## src/sv/assert_macros.svh

```systemverilog
// ----------------------------------------------------------------------------
// Assertion macros
// Shared concurrent assertion forms used across the Sharpe ratio block.
// ----------------------------------------------------------------------------
`ifndef ASSERT_MACROS_SVH
`define ASSERT_MACROS_SVH

// Same-cycle implication, disabled while reset is asserted.
`define SRA_ASSERT_IMPLY(name, clk, rst_n, ante, cons, msg) \
    name: assert property (@(posedge clk) disable iff (!rst_n) (ante) |-> (cons)) \
        else $error(msg);

// Next-cycle implication, disabled while reset is asserted.
`define SRA_ASSERT_NEXT(name, clk, rst_n, ante, cons, msg) \
    name: assert property (@(posedge clk) disable iff (!rst_n) (ante) |=> (cons)) \
        else $error(msg);

`endif

```

## src/sv/sra_pkg.sv

```systemverilog
// ----------------------------------------------------------------------------
// sra_pkg
// Widths, item types and state codes for the Sharpe ratio accumulator.
// ----------------------------------------------------------------------------
`default_nettype none

package sra_pkg;

    // Set-up of the sample stream
    localparam int SAMPLE_WIDTH = 24;
    localparam int MAX_SAMPLES  = 65536;

    // Fixed field widths of the items
    localparam int IN_W   = 24;
    localparam int OUT_W  = 32;
    localparam int CNT_W  = 17;
    localparam int FRAC_W = 16;

    // Accumulator widths, sized so that a full set never wraps
    localparam int LOG_MAX = $clog2(MAX_SAMPLES);
    localparam int SUM_W   = SAMPLE_WIDTH + LOG_MAX;
    localparam int SQR_W   = 2 * SAMPLE_WIDTH - 1;
    localparam int SQ_W    = SQR_W + LOG_MAX;

    // Result engine widths
    localparam int PROD_W = CNT_W + SQ_W;
    localparam int MPL_W  = (SUM_W > CNT_W) ? SUM_W : CNT_W;
    localparam int ROOT_W = PROD_W + 2 * OUT_W;
    localparam int BIT_W  = $clog2(OUT_W);

    // Queue of set totals between the two halves
    localparam int QUEUE_DEPTH = 2;
    localparam int QUEUE_PTR_W = (QUEUE_DEPTH > 1) ? $clog2(QUEUE_DEPTH) : 1;
    localparam int QUEUE_CNT_W = $clog2(QUEUE_DEPTH + 1);

    // Saturation limits of the signed result
    localparam logic [OUT_W-1:0] NEG_LIMIT   = {1'b1, {(OUT_W-1){1'b0}}};
    localparam logic [OUT_W-1:0] POS_LIMIT   = {1'b0, {(OUT_W-1){1'b1}}};
    localparam logic [CNT_W-1:0] COUNT_LIMIT = CNT_W'(MAX_SAMPLES);

    // Input item
    typedef struct packed {
        logic signed [IN_W-1:0] return_sample;
        logic                   last_sample;
    } sample_item_t;

    // Result item
    typedef struct packed {
        logic signed [OUT_W-1:0] sharpe;
        logic                    zero_spread;
        logic [CNT_W-1:0]        sample_count;
    } result_item_t;

    // Totals of one completed set
    typedef struct packed {
        logic signed [SUM_W-1:0] sum;
        logic [SQ_W-1:0]         square_sum;
        logic [CNT_W-1:0]        count;
    } set_totals_t;

    // Result engine states
    typedef enum logic [2:0] {
        BK_IDLE,
        BK_MUL_NQ,
        BK_MUL_SS,
        BK_ROOT_INIT,
        BK_ROOT_ADD,
        BK_ROOT_SUB,
        BK_FINISH
    } back_state_t;

endpackage

`default_nettype wire

```

## src/sv/sra_queue.sv

```systemverilog
// ----------------------------------------------------------------------------
// sra_queue
// Short queue of completed set totals between the accumulator and the
// result engine.
// ----------------------------------------------------------------------------
`default_nettype none
`include "assert_macros.svh"

module sra_queue (
    input  logic                 clk,
    input  logic                 rst_n,
    input  logic                 push,
    input  sra_pkg::set_totals_t push_data,
    output logic                 full,
    input  logic                 pop,
    output sra_pkg::set_totals_t pop_data,
    output logic                 empty
);

    sra_pkg::set_totals_t                 entry_reg [sra_pkg::QUEUE_DEPTH];
    logic [sra_pkg::QUEUE_PTR_W-1:0]      wr_ptr_reg;
    logic [sra_pkg::QUEUE_PTR_W-1:0]      wr_ptr_next;
    logic [sra_pkg::QUEUE_PTR_W-1:0]      rd_ptr_reg;
    logic [sra_pkg::QUEUE_PTR_W-1:0]      rd_ptr_next;
    logic [sra_pkg::QUEUE_CNT_W-1:0]      count_reg;
    logic [sra_pkg::QUEUE_CNT_W-1:0]      count_next;

    // Status flags
    assign full     = (count_reg == sra_pkg::QUEUE_CNT_W'(sra_pkg::QUEUE_DEPTH));
    assign empty    = (count_reg == '0);
    assign pop_data = entry_reg[rd_ptr_reg];

    // Pointer and fill count update
    always_comb
    begin
        wr_ptr_next = wr_ptr_reg;
        rd_ptr_next = rd_ptr_reg;
        count_next  = count_reg;
        if (push)
        begin
            wr_ptr_next = (wr_ptr_reg == sra_pkg::QUEUE_PTR_W'(sra_pkg::QUEUE_DEPTH - 1))
                        ? '0 : wr_ptr_reg + 1'b1;
        end
        if (pop)
        begin
            rd_ptr_next = (rd_ptr_reg == sra_pkg::QUEUE_PTR_W'(sra_pkg::QUEUE_DEPTH - 1))
                        ? '0 : rd_ptr_reg + 1'b1;
        end
        if (push && !pop)
        begin
            count_next = count_reg + 1'b1;
        end
        else if (pop && !push)
        begin
            count_next = count_reg - 1'b1;
        end
    end

    // Control registers
    always_ff @(posedge clk or negedge rst_n)
    begin
        if (!rst_n)
        begin
            wr_ptr_reg <= '0;
            rd_ptr_reg <= '0;
            count_reg  <= '0;
        end
        else
        begin
            wr_ptr_reg <= wr_ptr_next;
            rd_ptr_reg <= rd_ptr_next;
            count_reg  <= count_next;
        end
    end

    // Entry storage
    always_ff @(posedge clk)
    begin
        if (push)
        begin
            entry_reg[wr_ptr_reg] <= push_data;
        end
    end

    // Checks
    `SRA_ASSERT_IMPLY(a_push_not_full, clk, rst_n, push, !full, "set totals pushed into a full queue")
    `SRA_ASSERT_IMPLY(a_pop_not_empty, clk, rst_n, pop, !empty, "set totals popped from an empty queue")
    `SRA_ASSERT_NEXT(a_count_rises, clk, rst_n, push && !pop, count_reg == sra_pkg::QUEUE_CNT_W'($past(count_reg) + 1'b1), "queue fill count did not follow a push")

endmodule

`default_nettype wire

```

## config.mk

```make
export PLATFORM = sky130hd
export DESIGN_NAME = sra_queue
export DESIGN_NICKNAME = d
export VERILOG_FILES = /design/src/sv/sra_pkg.sv /design/src/sv/sra_queue.sv
export VERILOG_INCLUDE_DIRS = /design/src /design/src/sv
export SDC_FILE = /design/constraint.sdc
export NUM_CORES = 1
export LEC_CHECK = 0
export BUFFER_PORTS_ARGS = -buffer_cell sky130_fd_sc_hd__buf_2
export CORE_MARGIN = 5
export CORE_UTILIZATION = 52
export DETAILED_ROUTE_END_ITERATION = 6
export PLACE_DENSITY_LB_ADDON = 0.25
export SLEW_MARGIN = 20
export SYNTH_ARGS = -nofsm -noshare
export SYNTH_HDL_FRONTEND = slang
export SYNTH_SLANG_ARGS = --single-unit
```

## constraint.sdc

```tcl
create_clock -name clk -period 8.91 [get_ports clk]
set_input_delay 0.891 -clock clk [delete_from_list [all_inputs] [get_ports clk]]
set_output_delay 0.891 -clock clk [all_outputs]
set_load 0.03 [all_outputs]
```

**After elaboration in Yosys (flattened, before gate mapping)**

Memories as Yosys holds them, arrays and structs flattened.
Index checks and enable logic that the tools add are counted.

- Bits in writable memories: 240
- Flip-flop bits (word level): 4
- Memories: 1

Memories:

| memory | depth | width | rd ports | clocked after Yosys merged registers in | wr ports | line | text |
|---|---|---|---|---|---|---|---|
| entry_reg | 2 | 120 | 1 | 0 | 1 | sra_queue.sv:20 | `sra_pkg::set_totals_t entry_reg [sra_pkg::QUEUE_DEPTH];` |

- Muxes and demuxes: 6
- Eq/ne operators: 1
- Reductions and logical operators: 6
- Add/sub/neg operators: 4

Operators by type and width:

| kind | number |
|---|---|
| 1-bit two-way mux | 4 |
| 2-bit two-way mux | 2 |
| 1-bit adder, second input constant | 2 |
| 2-bit by 1-bit adder with 2-bit output, second input constant | 1 |
| 2-bit equality test, second input constant | 1 |
| 1-bit logical AND | 2 |
| 1-bit logical NOT | 2 |
| 2-bit logical NOT | 1 |
| 2-bit nonzero test | 1 |
| 2-bit by 1-bit subtractor with 2-bit output, second input constant | 1 |

**Longest topological paths before layout**

- Depth in word-level cells: 4
- Gate-level depth with buffers: 5
- Depth with buffers taken out: 5

**Least setup slack after synthesis**

OpenSTA, ideal clock, no wires.

- Kind: input-to-reg
- Start point: in push
- End point: mem entry_reg[0][0] in the netlist's numbering (enable)
- Stages: 1
- Arrival: 6.097 ns
- Setup slack: 2.198 ns
- Library setup time: 0.615 ns
- Path buffers: 0
- Cells stage by stage: nor2b_1

- Longest elaborated chain between the ends: 2

Ends and longest elaborated chain:

| item | line | text |
|---|---|---|
| start, declared | sra_queue.sv:12 | `input logic push,` |
| 1-bit two-way mux | sra_queue.sv:79 | `if (push)` |
| 1-bit two-way mux (implied by the code) | sra_queue.sv:81 | `entry_reg[wr_ptr_reg] <= push_data;` |
| end, declared | sra_queue.sv:20 |  |

No other way between the ends.

==> summary.md <==
| Metric | Value |
|---|---|
| Synth Area in Compound Gates | 0 |
| R2R Path End | entry_reg[1][10]$_DFFE_PP_ |
| Final period utilization | 0.427 |
| Met2 wire len | 8.28 mm |
| Sum Neg Setup Slack | 0 ns |
| Xor and xnor area share after synthesis | 0.00494 |
| Width of the die | 141 um |
| DRC errors left | 0 |
| Vias in the first global route | 4919 |
| Cts hold-fix bufs | 0 |
| Vias per inst | 5.05 |
| Post-Synth Adder-Cell Area | 0.00141 |
| Crit path capture | pop_data[68] |
| Multiplexer share of the synthesized area | 0.152 |
| Worst path cell trace | buf_4 > mux2_2 > buf_2 |
| Commonest non-fill, non-tap cell in the layout | buf_2 |
| Vias | 4478 |
| Synth warn | 0 |
| Gpl congestion | 0.780 |
| Library cells used by synthesis | 13 |
| Relative slew slack | 0.351 |
| Gr usage total | 0.165 |
| Top-level port count | 246 |
| RSZ-0062 raised after global routing | false |
| Buf/Inv on CP | 2 |
| Net Count, Synth | 514 |
| R2R depth | 2 |
| Hold Crit Class | in2async |
| Wirelength per Cell | 19.0 um |
| Most frequent cells in the layout | buf_2, edfxtp_1, mux2_2 |
| PD cells | 351 nW/um2 |
| CP max FO | 72 |
| Core area | 16600 um2 |
| Hold Vio Cnt, Final | 0 |
| Slew @ Worst Pin | 0.973 ns |
| Synth top area share | 0.813 |
| Max FFs per register | 240 |
| Final #Nets | 777 |
| Share of post-route cells with drive strength above 1 | 0.609 |
| Worst setup margin | 5.11 ns |
| Post-Syn Area per Cell | 22.8 um2 |
| Max Slew Vio Count | 0 |
| Crit path DAT | 2.91 ns |
| CP Launch Point | rd_ptr_reg$_DFFE_PN0P_ |
| Die footprint | 19800 um2 |
| Register area share after synthesis | 0.824 |
| Mapped Cells | 389 |
| CTS Buffer Depth | 3 |
| Yosys top cell by area | edfxtp_1 |
| Post-DRT Antenna Nets | 0 |
| Initial antenna violation count | 2 |
| Post-CTS Setup Bufs | 0 |
| Pin count of the biggest net entering global routing | 73 |
| Max Used Layer | met5 |
| Max IR drop VDD | 0.000249 V |
| Clock slew at reported path FFs | 0.06 ns |
| Overflow after GRT | 0 |
| DRT met1 WL | 6.77 mm |
| Simple-Gate Fraction of Synth Area | 0.00296 |
| Met3 wire length | 1.55 mm |
| CP max-delay cell | dfrtp_4 |
| CP top delay family | buffers and inverters |
| Worst EP required | 8.02 ns |
| Initial drt markers | 155 |
| Stages on the worst setup path | 3 |
| Top cells by area, synth | edfxtp_1, mux2_2, buf_6 |
| FP Rows | 47 |
| Crit-path max cell delay | 0.84 ns |
| Vert. Die Dim | 141 um |
| Worst skew pair latency | 0.49 ns |
| Status | finished clean |
| CTS resizes | 0 |
| R2R Setup Slk | 6.52 ns |
| Max Cap Viol | 0 |
| Clock Skews | 0.0152 ns |
| FF-to-FF Start | wr_ptr_reg$_DFFE_PN0P_ |
| Post-Place Worst Slack | 5.60 ns |
| Initial Util | 0.533 |
| First-pass GRT wire length | 25.8 mm |
| DRT Pass-1 Iters | 4 |
| Mapped Area | 8870 um2 |
| Synth Register Bits | 244 |
| Final Critical Period | 3.80 ns |
| Largest family of logic cells by synthesized area | multiplexers |
| Overall routed net length | 16.9 mm |
| Static leakage | 0.00419 uW |
| Startpoint types | flip-flop |
| Root buffer cell | clkbuf_16 |
| Clock sink total | 244 |
| Cts bufs inserted | 25 |
| # port buffers | 245 |
| Final setup viols | 0 |
| Syn-to-layout area delta | 24.7% |
| Crit end category | primary output |
| CP Class | reg2out |
| HPWL Detailed | 11.1 mm |
| H-Tree Depth | 1 |
| Fmax | 0.263 GHz |
| CTS tree | built |
final cells by class:
type	instances	area, um2
Sequential cell	244	7310
Fill cell	1152	5580
Multi-Input combinational cell	131	1440
Timing Repair Buffer	249	1260
Clock buffer	27	633
Tap cell	220	275
Clock inverter	13	138
Inverter	1	3.75
Antenna cell	1	2.50
metal layers:
metal / track usage / up-vias
li1: - / 2070
met1: 0.216 / 2195
met2: 0.274 / 186
met3: 0.0498 / 25
met4: 0.0388 / 2
met5: 0 / -
worst register-to-register path, stage by stage, from the launching register on:
cell,delay [ns]
dfrtp_1,0.42
and2_4,0.65
buf_4,0.83
worst min-delay path by stage:
| stage | start | end | slack, ns | cells after the start |
|---|---|---|---|---|
| 5_1_grt | rst_n | rd_ptr_reg$_DFFE_PN0P_ | 0.17 | 1 |
| 3_3_place_gp | count_reg[1]$_DFFE_PN0P_ | count_reg[1]$_DFFE_PN0P_ | 0.47 | 1 |
| 4_1_cts | rst_n | rd_ptr_reg$_DFFE_PN0P_ | 0.17 | 1 |
| 2_1_floorplan | wr_ptr_reg$_DFFE_PN0P_ | wr_ptr_reg$_DFFE_PN0P_ | 0.46 | 1 |
| 3_5_place_dp | count_reg[1]$_DFFE_PN0P_ | count_reg[1]$_DFFE_PN0P_ | 0.48 | 1 |
| 6_report | rst_n | count_reg[0]$_DFFE_PN0P_ | 0.19 | 1 |
stage by stage:
step	power, uW	hold slack [ns]	std cells	utilization	instance area, um2
global route	4070	0.172	886	0.665	11100
global placement	2930	0.475	845	0.618	10300
finish	3880	0.191	886	0.665	11100
CTS	3940	0.171	885	0.665	11100
detailed placement	2950	0.480	845	0.618	10300
floorplan	2640	0.455	389	-	8870
kinds of logic (layout without fill, tap and decap cells):
logic type	count (synthesis)	in the layout
buffers and inverters	14	290
and+or+nand+nor	5	5
muxes	120	120
DFF	244	244
adders and majority gates	1	1
other	0	1
xor gates and xnor gates	5	5
power breakdown:
group	internal [uW]	switching, uW	leakage [uW]	total, uW
logic	439	850	0.00151	1290
clock network	593	384	0.000380	977
registers	1530	92.6	0.00230	1620
total	2560	1330	0.00419	3880
cell usage after synthesis (all sizes together):
master  number
nor2         2
inv          1
xor2         4
mux2       120
edfxtp     240
and2         1
buf         13
dfrtp        4
ha           1
xnor2        1
nor2b        2
Power figures use the tool's default switching activity.
