## src/sv/assert_macros.svh

```systemverilog
// ----------------------------------------------------------------------------
// Assertion macros
// Shared concurrent assertion forms used across the Sharpe ratio block.
// ----------------------------------------------------------------------------
`ifndef ASSERT_MACROS_SVH
`define ASSERT_MACROS_SVH

// Same-cycle implication, disabled while reset is asserted.
`define SRA_ASSERT_IMPLY(name, clk, rst_n, ante, cons, msg) \
    name: assert property (@(posedge clk) disable iff (!rst_n) (ante) |-> (cons)) \
        else $error(msg);

// Next-cycle implication, disabled while reset is asserted.
`define SRA_ASSERT_NEXT(name, clk, rst_n, ante, cons, msg) \
    name: assert property (@(posedge clk) disable iff (!rst_n) (ante) |=> (cons)) \
        else $error(msg);

`endif

```

## src/sv/sra_pkg.sv

```systemverilog
// ----------------------------------------------------------------------------
// sra_pkg
// Widths, item types and state codes for the Sharpe ratio accumulator.
// ----------------------------------------------------------------------------
`default_nettype none

package sra_pkg;

    // Set-up of the sample stream
    localparam int SAMPLE_WIDTH = 24;
    localparam int MAX_SAMPLES  = 65536;

    // Fixed field widths of the items
    localparam int IN_W   = 24;
    localparam int OUT_W  = 32;
    localparam int CNT_W  = 17;
    localparam int FRAC_W = 16;

    // Accumulator widths, sized so that a full set never wraps
    localparam int LOG_MAX = $clog2(MAX_SAMPLES);
    localparam int SUM_W   = SAMPLE_WIDTH + LOG_MAX;
    localparam int SQR_W   = 2 * SAMPLE_WIDTH - 1;
    localparam int SQ_W    = SQR_W + LOG_MAX;

    // Result engine widths
    localparam int PROD_W = CNT_W + SQ_W;
    localparam int MPL_W  = (SUM_W > CNT_W) ? SUM_W : CNT_W;
    localparam int ROOT_W = PROD_W + 2 * OUT_W;
    localparam int BIT_W  = $clog2(OUT_W);

    // Queue of set totals between the two halves
    localparam int QUEUE_DEPTH = 2;
    localparam int QUEUE_PTR_W = (QUEUE_DEPTH > 1) ? $clog2(QUEUE_DEPTH) : 1;
    localparam int QUEUE_CNT_W = $clog2(QUEUE_DEPTH + 1);

    // Saturation limits of the signed result
    localparam logic [OUT_W-1:0] NEG_LIMIT   = {1'b1, {(OUT_W-1){1'b0}}};
    localparam logic [OUT_W-1:0] POS_LIMIT   = {1'b0, {(OUT_W-1){1'b1}}};
    localparam logic [CNT_W-1:0] COUNT_LIMIT = CNT_W'(MAX_SAMPLES);

    // Input item
    typedef struct packed {
        logic signed [IN_W-1:0] return_sample;
        logic                   last_sample;
    } sample_item_t;

    // Result item
    typedef struct packed {
        logic signed [OUT_W-1:0] sharpe;
        logic                    zero_spread;
        logic [CNT_W-1:0]        sample_count;
    } result_item_t;

    // Totals of one completed set
    typedef struct packed {
        logic signed [SUM_W-1:0] sum;
        logic [SQ_W-1:0]         square_sum;
        logic [CNT_W-1:0]        count;
    } set_totals_t;

    // Result engine states
    typedef enum logic [2:0] {
        BK_IDLE,
        BK_MUL_NQ,
        BK_MUL_SS,
        BK_ROOT_INIT,
        BK_ROOT_ADD,
        BK_ROOT_SUB,
        BK_FINISH
    } back_state_t;

endpackage

`default_nettype wire

```

## src/sv/sra_front.sv

```systemverilog
// ----------------------------------------------------------------------------
// sra_front
// Accepts return samples, squares them and keeps the running sum, sum of
// squares and count; hands the totals of each finished set to the queue.
// ----------------------------------------------------------------------------
`default_nettype none

module sra_front (
    input  logic                 clk,
    input  logic                 rst_n,
    input  logic                 sample_valid,
    output logic                 sample_stall,
    input  sra_pkg::sample_item_t sample,
    output logic                 push,
    output sra_pkg::set_totals_t push_data,
    input  logic                 full
);

    logic hold;
    logic advance;
    logic accept;

    // Stage one: captured sample
    logic                                   s1_valid_reg;
    logic                                   s1_valid_next;
    logic                                   s1_last_reg;
    logic signed [sra_pkg::SAMPLE_WIDTH-1:0] s1_x_reg;

    // Stage two: sample and its square
    logic                                   s2_valid_reg;
    logic                                   s2_valid_next;
    logic                                   s2_last_reg;
    logic signed [sra_pkg::SAMPLE_WIDTH-1:0] s2_x_reg;
    logic [sra_pkg::SQR_W-1:0]              s2_sq_reg;
    logic signed [2*sra_pkg::SAMPLE_WIDTH-1:0] square;

    // Running totals
    logic signed [sra_pkg::SUM_W-1:0] sum_reg;
    logic signed [sra_pkg::SUM_W-1:0] sum_next;
    logic [sra_pkg::SQ_W-1:0]         sq_sum_reg;
    logic [sra_pkg::SQ_W-1:0]         sq_sum_next;
    logic [sra_pkg::CNT_W-1:0]        count_reg;
    logic [sra_pkg::CNT_W-1:0]        count_next;

    logic                             room;
    logic signed [sra_pkg::SUM_W-1:0] sum_total;
    logic [sra_pkg::SQ_W-1:0]         sq_total;
    logic [sra_pkg::CNT_W-1:0]        count_total;

    // The pipe freezes only when a finished set cannot enter the queue
    assign hold         = s2_valid_reg && s2_last_reg && full;
    assign advance      = !hold;
    assign accept       = sample_valid && advance;
    assign sample_stall = hold;

    // Square of the captured sample
    assign square = s1_x_reg * s1_x_reg;

    // Totals including the sample in stage two; samples past the limit are dropped
    assign room = (count_reg < sra_pkg::COUNT_LIMIT);

    always_comb
    begin
        sum_total   = sum_reg;
        sq_total    = sq_sum_reg;
        count_total = count_reg;
        if (room)
        begin
            sum_total   = sum_reg + {{(sra_pkg::SUM_W - sra_pkg::SAMPLE_WIDTH)
                                      {s2_x_reg[sra_pkg::SAMPLE_WIDTH-1]}}, s2_x_reg};
            sq_total    = sq_sum_reg + sra_pkg::SQ_W'(s2_sq_reg);
            count_total = count_reg + 1'b1;
        end
    end

    // Hand-over of a finished set
    assign push                 = s2_valid_reg && s2_last_reg && !full;
    assign push_data.sum        = sum_total;
    assign push_data.square_sum = sq_total;
    assign push_data.count      = count_total;

    // Next state of the stages and the totals
    always_comb
    begin
        s1_valid_next = s1_valid_reg;
        s2_valid_next = s2_valid_reg;
        sum_next      = sum_reg;
        sq_sum_next   = sq_sum_reg;
        count_next    = count_reg;
        if (advance)
        begin
            s1_valid_next = accept;
            s2_valid_next = s1_valid_reg;
            if (s2_valid_reg)
            begin
                if (s2_last_reg)
                begin
                    sum_next    = '0;
                    sq_sum_next = '0;
                    count_next  = '0;
                end
                else
                begin
                    sum_next    = sum_total;
                    sq_sum_next = sq_total;
                    count_next  = count_total;
                end
            end
        end
    end

    // Control and accumulator registers
    always_ff @(posedge clk or negedge rst_n)
    begin
        if (!rst_n)
        begin
            s1_valid_reg <= 1'b0;
            s2_valid_reg <= 1'b0;
            sum_reg      <= '0;
            sq_sum_reg   <= '0;
            count_reg    <= '0;
        end
        else
        begin
            s1_valid_reg <= s1_valid_next;
            s2_valid_reg <= s2_valid_next;
            sum_reg      <= sum_next;
            sq_sum_reg   <= sq_sum_next;
            count_reg    <= count_next;
        end
    end

    // Stage payloads
    always_ff @(posedge clk)
    begin
        if (accept)
        begin
            s1_x_reg    <= sample.return_sample[sra_pkg::SAMPLE_WIDTH-1:0];
            s1_last_reg <= sample.last_sample;
        end
        if (advance && s1_valid_reg)
        begin
            s2_x_reg    <= s1_x_reg;
            s2_sq_reg   <= square[sra_pkg::SQR_W-1:0];
            s2_last_reg <= s1_last_reg;
        end
    end

endmodule

`default_nettype wire

```

## config.mk

```make
export PLATFORM = sky130hd
export DESIGN_NAME = sra_front
export DESIGN_NICKNAME = d
export VERILOG_FILES = /design/src/sv/assert_macros.svh /design/src/sv/sra_pkg.sv /design/src/sv/sra_front.sv
export SDC_FILE = /design/constraint.sdc
export NUM_CORES = 2
export LEC_CHECK = 0
export BUFFER_PORTS_ARGS = -buffer_cell sky130_fd_sc_hd__buf_4
export CORE_ASPECT_RATIO = 1.5
export CORE_UTILIZATION = 65
export CTS_CLUSTER_SIZE = 20
export DETAILED_ROUTE_END_ITERATION = 7
export HOLD_SLACK_MARGIN = 0.06
export PLACE_DENSITY = 0.84
export SYNTH_ARGS = -nofsm -noshare
export SYNTH_HDL_FRONTEND = slang
export SYNTH_SLANG_ARGS = --single-unit
```

## constraint.sdc

```tcl
create_clock -name clk -period 9.6 [get_ports clk]
set_input_delay 2.4 -clock clk [delete_from_list [all_inputs] [get_ports clk]]
set_output_delay 2.4 -clock clk [all_outputs]
set_load 0.02 [all_outputs]
```

# Word-level counts from Yosys, hierarchy flattened
# Index checks and enable logic that the tools add are counted.
[totals]
wordCells = 30
rom_bits = 0
n_memories = 0
latch_bits = 0
out_inout_bits = 122
register_bits = 219
ramBits = 0
inputBits = 29
[classes]
n_reduce_logical = 8
n_mul = 1
n_addsub = 3
muxes = 6
n_div = 0
magnitude_cmp = 1
n_shift = 0
n_eq_ne = 0
bitwise_logic = 1
[ops]
columns = ["cell", "n"]
rows = [
  ["$mux 63", 2],
  ["$mux 40", 2],
  ["$add 63x47->63", 1],
  ["$mul 24x24->47", 1],
  ["$add 40x40->40", 1],
  ["$mux 17", 2],
  ["$add 17x1->17 const B", 1],
  ["$lt 17x17->1 const B", 1],
  ["$logic_and 1x1->1", 5],
  ["$logic_not 1->1", 2],
  ["$reduce_and 2->1", 1],
  ["$not 1->1", 1],
]

# Logic depth before layout (Yosys ltp)
[depth]
ltp_word = 4
mapped_depth = 28
depth_no_buf = 26

# Least setup slack after synthesis
# OpenSTA, ideal clock, no wires.
[synth_path]
path_type = "register to register"
start = "register s1_x_reg[23] (netlist bit)"
end = "register s2_sq_reg[44] (netlist bit) (data pin)"
t_arrival_ns = 7.107
setup_slack_ns = 2.313
stages_incl_launch_ff = 23
synth_period_minus_slack_ns = 7.287
required_ns = 9.420
path_buffers = 1
setup_time_ns = 0.180
path_cell_list = "edfxtp_1 -> clkbuf_1 -> nand2_1 -> inv_1 -> fa_1 -> fa_1 -> inv_1 -> fa_1 -> inv_1 -> fa_1 -> fa_1 -> fa_1 -> fa_1 -> ha_1 -> a21oi_1 -> o21ai_0 -> a21o_1 -> a21o_1 -> a21oi_1 -> a31oi_1 -> o21ai_1 -> or4b_1 -> o311ai_1"
[synth_via]
elab_chain_len = 1
[synth_lines]
columns = ["element", "line_no", "text"]
rows = [
  ["start, declared", "sra_front.sv:27", "logic signed [sra_pkg::SAMPLE_WIDTH-1:0] s1_x_reg;"],
  ["start signal, assigned", "sra_front.sv:138", "s1_x_reg <= sample.return_sample[sra_pkg::SAMPLE_WIDTH-1:0];"],
  ["$mul 24x24->47", "sra_front.sv:57", "assign square = s1_x_reg * s1_x_reg;"],
  ["named net square (one bit)", "sra_front.sv:35", "logic signed [2*sra_pkg::SAMPLE_WIDTH-1:0] square;"],
  ["end signal, assigned", "sra_front.sv:144", "s2_sq_reg <= square[sra_pkg::SQR_W-1:0];"],
  ["end, declared", "sra_front.sv:34", "logic [sra_pkg::SQR_W-1:0] s2_sq_reg;"],
]
# The timed path passes the listed nets, and every way through them passes these cells.
# A chain may end at the register's enable or synchronous reset.

# Worst setup path after layout
[layout_path]
start = "register s1_x_reg[1] (netlist bit)"
end = "register s2_sq_reg[44] (netlist bit) (data pin)"
# The elaborated chain is that of the path after synthesis.

==> impl_metrics.py <==
metrics = {
    "hold_path": {
        "hold_end": "s2_last_reg",
        "hp-start": "s1_last_reg",
        "min_path_type": "reg -> reg",
        "whs_path_depth": 0,
    },
    "die": {
        "rows": 100,
        "die_y_um": 277,
        "die_x_um": 185,
        "start_util_pct": 65.9,
        "pin_count": 151,
        "dieArea_mm2": 0.0513,
        "core_area_mm2": 0.0497,
    },
    "finish": {
        "antennaDiodeCount": 0,
        "largest_reg_flops": 63,
        "layout-drive-gt1-share_pct": 7.61,
        "syn_to_final_growth_pct": 7.64,
        "final_common_cell": "inv_1",
        "final_cell_mix": "inv_1, fa_1, nand2_1",
        "nets": 4367,
    },
    "timing": {
        "final.setup.tns_ps": 0,
        "rsz0062_at_grt": "no",
        "hold_viol": 0,
        "fin_crit_sh_pct": 86.1,
        "worstMarginPinSlew_ps": 1310,
        "fmax_mhz": 121,
        "period_minus_slack_ps": 8270,
        "slew_headroom_pct": 12.5,
        "holdWs_ps": 423,
        "fin_skew_ps": 30.5,
        "drv_slew": 0,
        "setup_viol_count_final": 0,
    },
    "clock_tree": {
        "postCtsSetupRepairBufs": 0,
        "cts.sinks": 217,
        "cts_buffers": 25,
        "clock_path_buffers": 3,
        "insertion_delay_ps": 560,
        "cts_root_buf": "clkbuf_16",
        "cts_tree": "built",
        "cts.clk_slew.worst_paths_ps": 70,
        "holdBufCountCts": 0,
        "cts.repair.resized": 0,
        "cts_htree_levels": 1,
    },
    "grt": {
        "grt_pass1_vias": 26678,
        "track_usage_pct": 34.0,
        "grt_overflow_total": 0,
        "antenna_found_initial": 0,
        "grt_max_degree": 102,
        "grt_pass1_wl_mm": 135,
    },
    "setup_path": {
        "required_ps": 9970,
        "critical_path_class": "reg -> reg",
        "start_kind": "flip-flop",
        "reg2reg_setup_slack_ps": 1330,
        "critPathCaptureType": "flip-flop",
        "reg2reg_from": "s1_x_reg[1]",
        "cp_max_fo": 23,
        "reg2regPathDepth": 20,
        "arrival_ps": 8640,
        "reg2reg_to": "s2_sq_reg[44]",
    },
    "synthesis": {
        "synth-edff-count": 95,
        "synth-seq-cells": 217,
        "async_flop_share_pct": 56.2,
        "yosys_warnings": 0,
        "synth_fp_nets": 4295,
        "synth.distinct_cells": 90,
        "syn_inst": 3486,
        "synth.avg_cell_area_um2": 9.39,
        "yosysSeqAreaShare_pct": 18.0,
        "ys.flop_type": "dfrtp_1",
        "netlist_area_mm2": 0.0328,
    },
    "drt": {
        "drtPass1Iterations": 7,
        "drtAntennaViolNets": 0,
        "wl_per_cell_um": 19.7,
        "drt_iter0_markers": 1966,
        "vias_per_cell": 5.94,
        "post-route-drc-count": 0,
        "routed_wl_mm": 83.5,
        "vias": 25164,
    },
    "status": {
        "status": "finished clean",
    },
    "place": {
        "dpl.hpwl_mm": 66.0,
        "place_congestion": 0.976,
        "io_buffers": 150,
    },
    "job": {
        "max_cap_violations": 0,
    },
}
metrics by stage:
step	util, %	cell area [µm²]	setup WS [ps]	std cells
2_1_floorplan	-	32800	2310	3486
3_3_place_gp	69.3	34400	1610	4194
3_5_place_dp	69.3	34400	1420	4194
4_1_cts	71.0	35300	1390	4239
5_1_grt	71.0	35300	939	4239
6_report	71.0	35300	1330	4239
logic make-up after synthesis:
| logic type | Yosys count | share of synthesized area, % |
|---|---|---|
| xor+xnor | 170 | 4.55 |
| simple gates | 823 | 11.8 |
| compound gates | 641 | 12.9 |
| flops | 217 | 18.0 |
| buf+inv | 832 | 9.57 |
| fa+ha+maj | 780 | 42.4 |
| mux | 23 | 0.737 |
worst max path at each step:
stage,from,endpoint,slack (ps)
2_1_floorplan,s1_x_reg[23],s2_sq_reg[44],2310
3_3_place_gp,s1_x_reg[1],s2_sq_reg[44],1610
3_5_place_dp,s1_x_reg[1],s2_sq_reg[44],1420
4_1_cts,s1_x_reg[1],s2_sq_reg[44],1390
5_1_grt,s1_x_reg[1],s2_sq_reg[44],940
6_report,s1_x_reg[1],s2_sq_reg[44],1330
final cells by class:
class	count	area, µm²
fillers	3582	14400
clock buffers	28	647
repair buffers	181	1360
well taps	663	830
multi-input cells	2437	23700
flip-flops and latches	217	5910
clock inverters	17	164
inverters	696	2610
per-layer routing:
layer | track usage (%) | wire length (µm) | vias up
met2 | 58.5 | 42200 | 1021
met1 | 40.1 | 29800 | 12493
li1 | - | - | 11325
met4 | 20.7 | 5860 | 0
met3 | 4.37 | 5680 | 325
met5 | 0 | 0 | -
cell usage after synthesis, types with 55 or more instances:
master,count,share of area (%)
inv_1,696,8.0
edfxtp_1,95,8.7
xnor2_1,115,3.1
fa_1,548,33
a21oi_1,134,2.0
a22o_1,58,1.6
o21ai_0,180,2.8
nand2_1,411,4.7
nor2_1,110,1.3
dfrtp_1,122,9.3
ha_1,232,8.9
a21o_1,69,1.6
xor2_1,55,1.5
clkbuf_1,122,1.4
and2_1,101,1.9
worst max-delay path: stages (launching register included):
cell      delay, ps
edfxtp_1       1030
and2_1          310
fa_1            570
fa_1            690
inv_1           220
fa_1            830
inv_1           250
fa_1            510
fa_1            570
fa_1            430
fa_1            460
ha_1            350
a21oi_1         250
o21ai_0         190
a21o_1          210
a21o_1          170
a21oi_1         170
a31oi_1         130
o21ai_1         190
or4b_1          450
o311ai_1        100
Power is left out: the tool's default activity adds up to more than one toggle a clock period on the data nets, which glitch-free logic cannot reach.
